### src/sv/fcf_pkg.sv
// package: shared types and constants of the fir convolution filter
`timescale 1ns / 1ps
`default_nettype none
package fcf_pkg;

	localparam int DEF_MAX_TAPS    = 64;
	localparam int DEF_SAMPLE_BITS = 16;
	localparam int COEF_IDX_BITS   = 6;
	localparam int TAP_CNT_BITS    = 7;
	localparam int APB_ADDR_BITS   = 3;
	localparam int APB_DATA_BITS   = 32;

	localparam logic [TAP_CNT_BITS-1:0] TAP_CNT_RESET = 7'd64;

	// register index, taken from paddr[2]
	localparam logic REG_TAP_COUNT = 1'b0;

	// opcode carried in s_tuser
	localparam logic OP_SAMPLE = 1'b0;
	localparam logic OP_COEF   = 1'b1;

	typedef enum logic [2:0] {
		ST_CLEAR,
		ST_IDLE,
		ST_MAC,
		ST_DRAIN,
		ST_ROUND
	} fcf_state_t;

endpackage
`default_nettype wire

### src/sv/fcf_ram.sv
// generic simple dual-port ram with registered read
`timescale 1ns / 1ps
`default_nettype none
module fcf_ram #(
	parameter int WIDTH = 16,
	parameter int DEPTH = 64,
	localparam int AW = $clog2(DEPTH)
) (
	input  wire logic             clk,
	input  wire logic             we,
	input  wire logic [AW-1:0]    waddr,
	input  wire logic [WIDTH-1:0] wdata,
	input  wire logic             re,
	input  wire logic [AW-1:0]    raddr,
	output logic      [WIDTH-1:0] rdata
);

	logic [WIDTH-1:0] mem [DEPTH];
	logic [WIDTH-1:0] rdata_q;

	always_ff @(posedge clk) begin
		if (we) begin
			mem[waddr] <= wdata;
		end
		if (re) begin
			rdata_q <= mem[raddr];
		end
	end

	assign rdata = rdata_q;

endmodule
`default_nettype wire

### src/sv/fir_convolution_filter.sv
// top level: direct-form fir filter with coefficient and history rams
// flow: an accepted sample issues T tap reads, T = effective tap count; the ram read,
//   product and accumulator registers drain, then the output register takes the result
// pacing: one sample at a time, through the single multiply-accumulate loop that
//   reads one coefficient and one history entry per cycle, stalled while a held
//   result blocks the output register; one coefficient write per cycle while idle
// reset: a clearing pass zeroes both rams, s_tready low meanwhile
`timescale 1ns / 1ps
`default_nettype none
module fir_convolution_filter #(
	parameter int MAX_TAPS    = fcf_pkg::DEF_MAX_TAPS,
	parameter int SAMPLE_BITS = fcf_pkg::DEF_SAMPLE_BITS,
	localparam int S_TDATA_W  = ((2 * SAMPLE_BITS + fcf_pkg::COEF_IDX_BITS + 7) / 8) * 8,
	localparam int M_TDATA_W  = ((SAMPLE_BITS + 7) / 8) * 8
) (
	input  wire logic                                clk,
	input  wire logic                                arst_n,
	// apb configuration
	input  wire logic                                psel,
	input  wire logic                                penable,
	input  wire logic                                pwrite,
	input  wire logic [fcf_pkg::APB_ADDR_BITS-1:0]   paddr,
	input  wire logic [fcf_pkg::APB_DATA_BITS-1:0]   pwdata,
	output logic      [fcf_pkg::APB_DATA_BITS-1:0]   prdata,
	output logic                                     pready,
	// input stream
	input  wire logic                                s_tvalid,
	output logic                                     s_tready,
	input  wire logic [S_TDATA_W-1:0]                s_tdata,  // sample_in, coef_index, coef_value
	input  wire logic                                s_tuser,  // opcode
	input  wire logic                                s_tlast,  // end_of_block
	// output stream
	output logic                                     m_tvalid,
	input  wire logic                                m_tready,
	output logic      [M_TDATA_W-1:0]                m_tdata,  // filtered_sample
	output logic                                     m_tlast   // block_last
);

	import fcf_pkg::*;

	localparam int AW     = $clog2(MAX_TAPS);
	localparam int TW     = $clog2(MAX_TAPS + 1);
	localparam int PW     = 2 * SAMPLE_BITS;
	localparam int ACC_FULL = PW + $clog2(MAX_TAPS) + 1;
	localparam int ACC_W  = (ACC_FULL > 64) ? 64 : ACC_FULL;

	localparam logic signed [ACC_W-1:0] Y_MAX =
		ACC_W'((64'sd1 <<< (SAMPLE_BITS - 1)) - 64'sd1);
	localparam logic signed [ACC_W-1:0] Y_MIN = -Y_MAX - 1;
	localparam logic signed [ACC_W-1:0] RND =
		ACC_W'(64'sd1 <<< (SAMPLE_BITS - 2));

	// input fields
	logic signed [SAMPLE_BITS-1:0]   sample_in;
	logic        [COEF_IDX_BITS-1:0] coef_index;
	logic signed [SAMPLE_BITS-1:0]   coef_value;

	assign sample_in  = s_tdata[SAMPLE_BITS-1:0];
	assign coef_index = s_tdata[SAMPLE_BITS +: COEF_IDX_BITS];
	assign coef_value = s_tdata[SAMPLE_BITS + COEF_IDX_BITS +: SAMPLE_BITS];

	// configuration
	logic [TAP_CNT_BITS-1:0] tap_count_q;
	logic                    cfg_wr;

	assign pready = 1'b1;
	assign cfg_wr = psel & penable & pwrite & (paddr[2] == REG_TAP_COUNT);
	assign prdata = (paddr[2] == REG_TAP_COUNT) ?
		{{(APB_DATA_BITS - TAP_CNT_BITS){1'b0}}, tap_count_q} : '0;

	always_ff @(posedge clk or negedge arst_n) begin
		if (!arst_n) begin
			tap_count_q <= TAP_CNT_RESET;
		end else if (cfg_wr) begin
			tap_count_q <= pwdata[TAP_CNT_BITS-1:0];
		end
	end

	// control
	fcf_state_t state_q, state_d;

	logic [AW-1:0] clr_q;
	logic [AW-1:0] head_q;
	logic [AW-1:0] j_q;
	logic [AW-1:0] ptr_q;
	logic [TW-1:0] left_q;
	logic          valid_s1, valid_s2;
	logic          m_tvalid_q;

	logic clr_en, issue, out_load;
	logic xfer, sample_acc, coef_acc, coef_ok;
	logic [TW-1:0] taps_eff;

	assign xfer       = s_tvalid & s_tready;
	assign sample_acc = xfer & (s_tuser == OP_SAMPLE);
	assign coef_acc   = xfer & (s_tuser == OP_COEF);
	assign coef_ok    = 32'(coef_index) < 32'(MAX_TAPS);

	always_comb begin
		if (tap_count_q == '0) begin
			taps_eff = TW'(1);
		end else if (32'(tap_count_q) > 32'(MAX_TAPS)) begin
			taps_eff = TW'(MAX_TAPS);
		end else begin
			taps_eff = TW'(tap_count_q);
		end
	end

	// next state
	always_comb begin
		state_d = state_q;
		case (state_q)
			ST_CLEAR: begin
				if (clr_q == AW'(MAX_TAPS - 1)) state_d = ST_IDLE;
			end
			ST_IDLE: begin
				if (sample_acc) state_d = ST_MAC;
			end
			ST_MAC: begin
				if (left_q == TW'(1)) state_d = ST_DRAIN;
			end
			ST_DRAIN: begin
				if (!valid_s1 && !valid_s2) state_d = ST_ROUND;
			end
			ST_ROUND: begin
				if (!m_tvalid_q || m_tready) state_d = ST_IDLE;
			end
			default: state_d = ST_CLEAR;
		endcase
	end

	// state outputs
	always_comb begin
		s_tready = 1'b0;
		clr_en   = 1'b0;
		issue    = 1'b0;
		out_load = 1'b0;
		case (state_q)
			ST_CLEAR: clr_en = 1'b1;
			ST_IDLE:  s_tready = 1'b1;
			ST_MAC:   issue = 1'b1;
			ST_DRAIN: ;
			ST_ROUND: out_load = !m_tvalid_q || m_tready;
			default:  ;
		endcase
	end

	always_ff @(posedge clk or negedge arst_n) begin
		if (!arst_n) begin
			state_q    <= ST_CLEAR;
			clr_q      <= '0;
			head_q     <= '0;
			j_q        <= '0;
			ptr_q      <= '0;
			left_q     <= '0;
			valid_s1   <= 1'b0;
			valid_s2   <= 1'b0;
			m_tvalid_q <= 1'b0;
		end else begin
			state_q  <= state_d;
			valid_s1 <= issue;
			valid_s2 <= valid_s1;
			if (clr_en) begin
				clr_q <= clr_q + 1'b1;
			end
			if (sample_acc) begin
				ptr_q  <= head_q;
				j_q    <= '0;
				left_q <= taps_eff;
				head_q <= (head_q == AW'(MAX_TAPS - 1)) ? '0 : head_q + 1'b1;
			end else if (issue) begin
				ptr_q  <= (ptr_q == '0) ? AW'(MAX_TAPS - 1) : ptr_q - 1'b1;
				j_q    <= j_q + 1'b1;
				left_q <= left_q - 1'b1;
			end
			if (out_load) begin
				m_tvalid_q <= 1'b1;
			end else if (m_tready) begin
				m_tvalid_q <= 1'b0;
			end
		end
	end

	// memories
	logic                      coef_we, hist_we;
	logic [AW-1:0]             coef_waddr, hist_waddr;
	logic [SAMPLE_BITS-1:0]    coef_wdata, hist_wdata;
	logic signed [SAMPLE_BITS-1:0] coef_rd, hist_rd;

	assign coef_we    = clr_en | (coef_acc & coef_ok);
	assign coef_waddr = clr_en ? clr_q : AW'(coef_index);
	assign coef_wdata = clr_en ? '0 : coef_value;
	assign hist_we    = clr_en | sample_acc;
	assign hist_waddr = clr_en ? clr_q : head_q;
	assign hist_wdata = clr_en ? '0 : sample_in;

	fcf_ram #(
		.WIDTH(SAMPLE_BITS),
		.DEPTH(MAX_TAPS)
	) u_coef_ram (
		.clk  (clk),
		.we   (coef_we),
		.waddr(coef_waddr),
		.wdata(coef_wdata),
		.re   (issue),
		.raddr(j_q),
		.rdata(coef_rd)
	);

	fcf_ram #(
		.WIDTH(SAMPLE_BITS),
		.DEPTH(MAX_TAPS)
	) u_hist_ram (
		.clk  (clk),
		.we   (hist_we),
		.waddr(hist_waddr),
		.wdata(hist_wdata),
		.re   (issue),
		.raddr(ptr_q),
		.rdata(hist_rd)
	);

	// multiply-accumulate datapath
	logic signed [PW-1:0]    prod_s2;
	logic signed [ACC_W-1:0] acc_q;
	logic                    eob_q;

	always_ff @(posedge clk) begin
		if (valid_s1) begin
			prod_s2 <= coef_rd * hist_rd;
		end
		if (sample_acc) begin
			acc_q <= '0;
			eob_q <= s_tlast;
		end else if (valid_s2) begin
			acc_q <= acc_q + ACC_W'(prod_s2);
		end
	end

	// round to nearest and saturate
	logic signed [ACC_W-1:0]       rnd_sum, shifted;
	logic signed [SAMPLE_BITS-1:0] y_sat;

	always_comb begin
		rnd_sum = acc_q + RND;
		shifted = rnd_sum >>> (SAMPLE_BITS - 1);
		if (shifted > Y_MAX) begin
			y_sat = Y_MAX[SAMPLE_BITS-1:0];
		end else if (shifted < Y_MIN) begin
			y_sat = Y_MIN[SAMPLE_BITS-1:0];
		end else begin
			y_sat = shifted[SAMPLE_BITS-1:0];
		end
	end

	logic [SAMPLE_BITS-1:0] m_data_q;
	logic                   m_last_q;

	always_ff @(posedge clk) begin
		if (out_load) begin
			m_data_q <= y_sat;
			m_last_q <= eob_q;
		end
	end

	assign m_tvalid = m_tvalid_q;
	assign m_tdata  = M_TDATA_W'(m_data_q);
	assign m_tlast  = m_last_q;

endmodule
`default_nettype wire

### config.mk
export PLATFORM = sky130hd
export DESIGN_NAME = fir_convolution_filter
export DESIGN_NICKNAME = d
export VERILOG_FILES = /design/src/sv/fcf_pkg.sv /design/src/sv/fcf_ram.sv /design/src/sv/fir_convolution_filter.sv
export SDC_FILE = /design/constraint.sdc
export NUM_CORES = 2
export LEC_CHECK = 0
export ABC_AREA = 1
export ABC_CLOCK_PERIOD_IN_PS = 7600
export BUFFER_PORTS_ARGS = -buffer_cell sky130_fd_sc_hd__buf_2
export CAP_MARGIN = 15
export CORE_MARGIN = 5
export CORE_UTILIZATION = 63
export DETAILED_ROUTE_END_ITERATION = 8
export MAX_ROUTING_LAYER = met4
export PLACE_DENSITY_LB_ADDON = 0.12
export SLEW_MARGIN = 20
export SYNTH_ARGS = -nofsm -noshare
export SYNTH_HDL_FRONTEND = slang
export SYNTH_SLANG_ARGS = --single-unit
export TNS_END_PERCENT = 5
### constraint.sdc
create_clock -name clk -period 7.6 [get_ports clk]
set_clock_uncertainty 0.15 [all_clocks]
set_input_delay 0.76 -clock clk [delete_from_list [all_inputs] [get_ports clk]]
set_output_delay 0.76 -clock clk [all_outputs]
set_load 0.03 [all_outputs]
==> impl_metrics.yaml <==
outcome:
  status: "completed"
hold_path:
  hp-class: "in2reg"
  hold_start: "pwdata[0]"
layout:
  layout_commonest_cell: "edfxtp_1"
  syn_to_final_growth_pct: 9.82
  fin_nets: 9178
  mostFrequentLayoutCells: "2,130 x edfxtp_1, 1,376 x nor2_1, 1,066 x o21ai_0"
  fin_util: 0.698
  drive_above_1_share: 0.0824
clock_network:
  ctsResizeCount: 0
  cts_setup_buffers: 0
  cts_hold_buf: 7
  cts_tree: "built"
  clkLatencyLatePin_ps: 850
  cts.sinks: 2213
  cts_buffers: 216
  htree_num_levels: 4
  cts_buffer_depth: 3
  clk_pin_slew_worst_paths_ps: 60
  cts_root_buf: "clkbuf_16"
timing:
  slew_viol_final: 0
  finalSetupTns_ps: 0
  min_period_ps: 6750
  finalCritPeriodShare: 0.888
  setup_viol: 0
  timing.final.hold_violations: 0
  slew_headroom: 0.246
  max_freq_mhz: 148
  rsz0062_at_grt: "no"
  worst_pin_slew_ps: 1130
  hold_slack_ps: 48.0
critical_path:
  cp-startpoint: "u_hist_ram.rdata[1]"
  rr_startpoint: "u_hist_ram.rdata[1]"
  critical-path-slowest-cell: "fa_1"
  crit_fanout: 16
  path_buf_inv: 5
  cpPeakStageDelay_ps: 870
  endpoint_kind: "flip-flop"
  critPathRequiredTime_ps: 7980
  cp_cell_sequence: "nand2_1, inv_1, fa_1, fa_1, inv_1, fa_1, fa_1, inv_1, fa_1, inv_1, fa_1, inv_1, ha_1, a21oi_1, o21ai_0, a221oi_1, nand3_1, xor2_1"
  worstSetupPathType: "reg2reg"
  cp.arrival_ps: 7140
  path_common_cell: "fa_1"
  start_kind: "flip-flop"
  cp_top_family: "adder cells"
synth:
  synth.avg_cell_area_um2: 11.6
  synthCells: 8693
  synthFlopType: "edfxtp_1"
  ys.warnings.count: 0
  synth_edf_count: 2130
  syn_area_um2: 101000
  ys_types: 60
  seq_area_frac_synth: 0.652
  async_reset_ff_frac: 0.0199
  ys_ff_latch: 2213
routing:
  routed_via_density: 6.28
  wire_per_inst_um: 24.8
  drt_iter0_drc: 9061
  final_antenna_net_count: 0
  drtPass1Iterations: 6
  totalWireLength_mm: 272
  routed-via-count: 68800
  drc: 0
grt:
  grt_pass1_vias: 66300
  grt_max_degree: 212
  grt_overflow: 0
  antenna_found_initial: 2
  grt_usage: 0.331
  grt_pass1_wl_mm: 409
floorplan:
  die_w_um: 410
  initial_core_util: 0.636
  die_area_um2: 168000
  fp.coreArea_um2: 159000
  row_count: 146
  io_pins: 136
  die_y_um: 410
flow_run:
  drv_cap: 0
place:
  hpwlAfterDp_mm: 161
  gp_congestion: 0.937
  portBuffers: 80
## metal layers
layer / up-vias / part of all wire / GRT usage
li1: 30600 / - / -
met1: 33900 / 0.38 / 0.448
met2: 3722 / 0.47 / 0.504
met3: 625 / 0.10 / 0.0586
met4: 0 / 0.046 / 0.138
met5: - / 0 / -
## cell families after synthesis
logic type	after synthesis	share of synthesized area
simple gates	2825	0.113
other cells	2	0.0000744
xor+xnor	71	0.00624
compound gates	1933	0.110
buf+inv	1258	0.0502
fa+ha+maj	391	0.0680
flops	2213	0.652
## worst register-to-register path, stage by stage (launching register included)
cell,delay [ps]
edfxtp_1,830
nand2_1,200
inv_1,170
fa_1,560
fa_1,870
inv_1,110
fa_1,430
fa_1,560
inv_1,60
fa_1,530
inv_1,50
fa_1,470
inv_1,40
ha_1,330
a21oi_1,220
o21ai_0,160
a221oi_1,400
nand3_1,150
xor2_1,170
## per-stage QoR
| stage | setup WS (ps) | cells | cell area, um2 |
|---|---|---|---|
| 6_report | 849 | 11000 | 111000 |
| 5_1_grt | 467 | 11000 | 111000 |
| 4_1_cts | 902 | 11000 | 111000 |
| 3_5_place_dp | 935 | 10600 | 104000 |
| 3_3_place_gp | 965 | 10600 | 104000 |
| 2_1_floorplan | 1680 | 8717 | 101000 |
## flip-flops by register name, summed over array words and instances, names as in the netlist, 6 cells and up
| signal | cells |
|---|---|
| acc_q | 39 |
| clr_q | 6 |
| head_q | 6 |
| j_q | 6 |
| left_q | 7 |
| m_tdata | 16 |
| prod_s2 | 32 |
| ptr_q | 6 |
| tap_count_q | 7 |
| u_coef_ram.mem | 1024 |
| u_coef_ram.rdata | 16 |
| u_hist_ram.mem | 1024 |
| u_hist_ram.rdata | 16 |
## area by class of cell
| cell class | instances | area (um2) |
|---|---|---|
| Clock buffer | 286 | 5850 |
| Fill cell | 11100 | 47900 |
| Clock inverter | 110 | 1140 |
| Antenna cell | 2 | 5.00 |
| Inverter | 716 | 2720 |
| Timing Repair Buffer | 310 | 2240 |
| Sequential cell | 2213 | 65900 |
| Tap cell | 2072 | 2590 |
| Multi-Input combinational cell | 5246 | 30400 |
## cells in the mapped netlist (120+ instances only)
library cell  instances  area [um2]
edfxtp_1           2130       64000
nor2_1             1412        5300
o21ai_0            1066        5340
nand2_1             975        3660
inv_1               694        2610
clkbuf_1            362        1360
o22ai_1             322        2010
nand3_1             268        1340
fa_1                263        5270
o221ai_1            188        1650
ha_1                128        1600
a21oi_1             120         601
## final timing paths
check,to,slack (ps),depth (start not counted)
min in group asynchronous,valid_s2,430,3
hold / removal,tap_count_q[0],50,3
setup reg to reg,prod_s2[28],850,18
hold reg to reg,m_tlast,280,0
setup / recovery,prod_s2[28],850,18
max in group asynchronous,ptr_q[2],6300,3
Power is not shown: default switching activity piles up to over one toggle a cycle in this logic, so the estimate is an artifact.
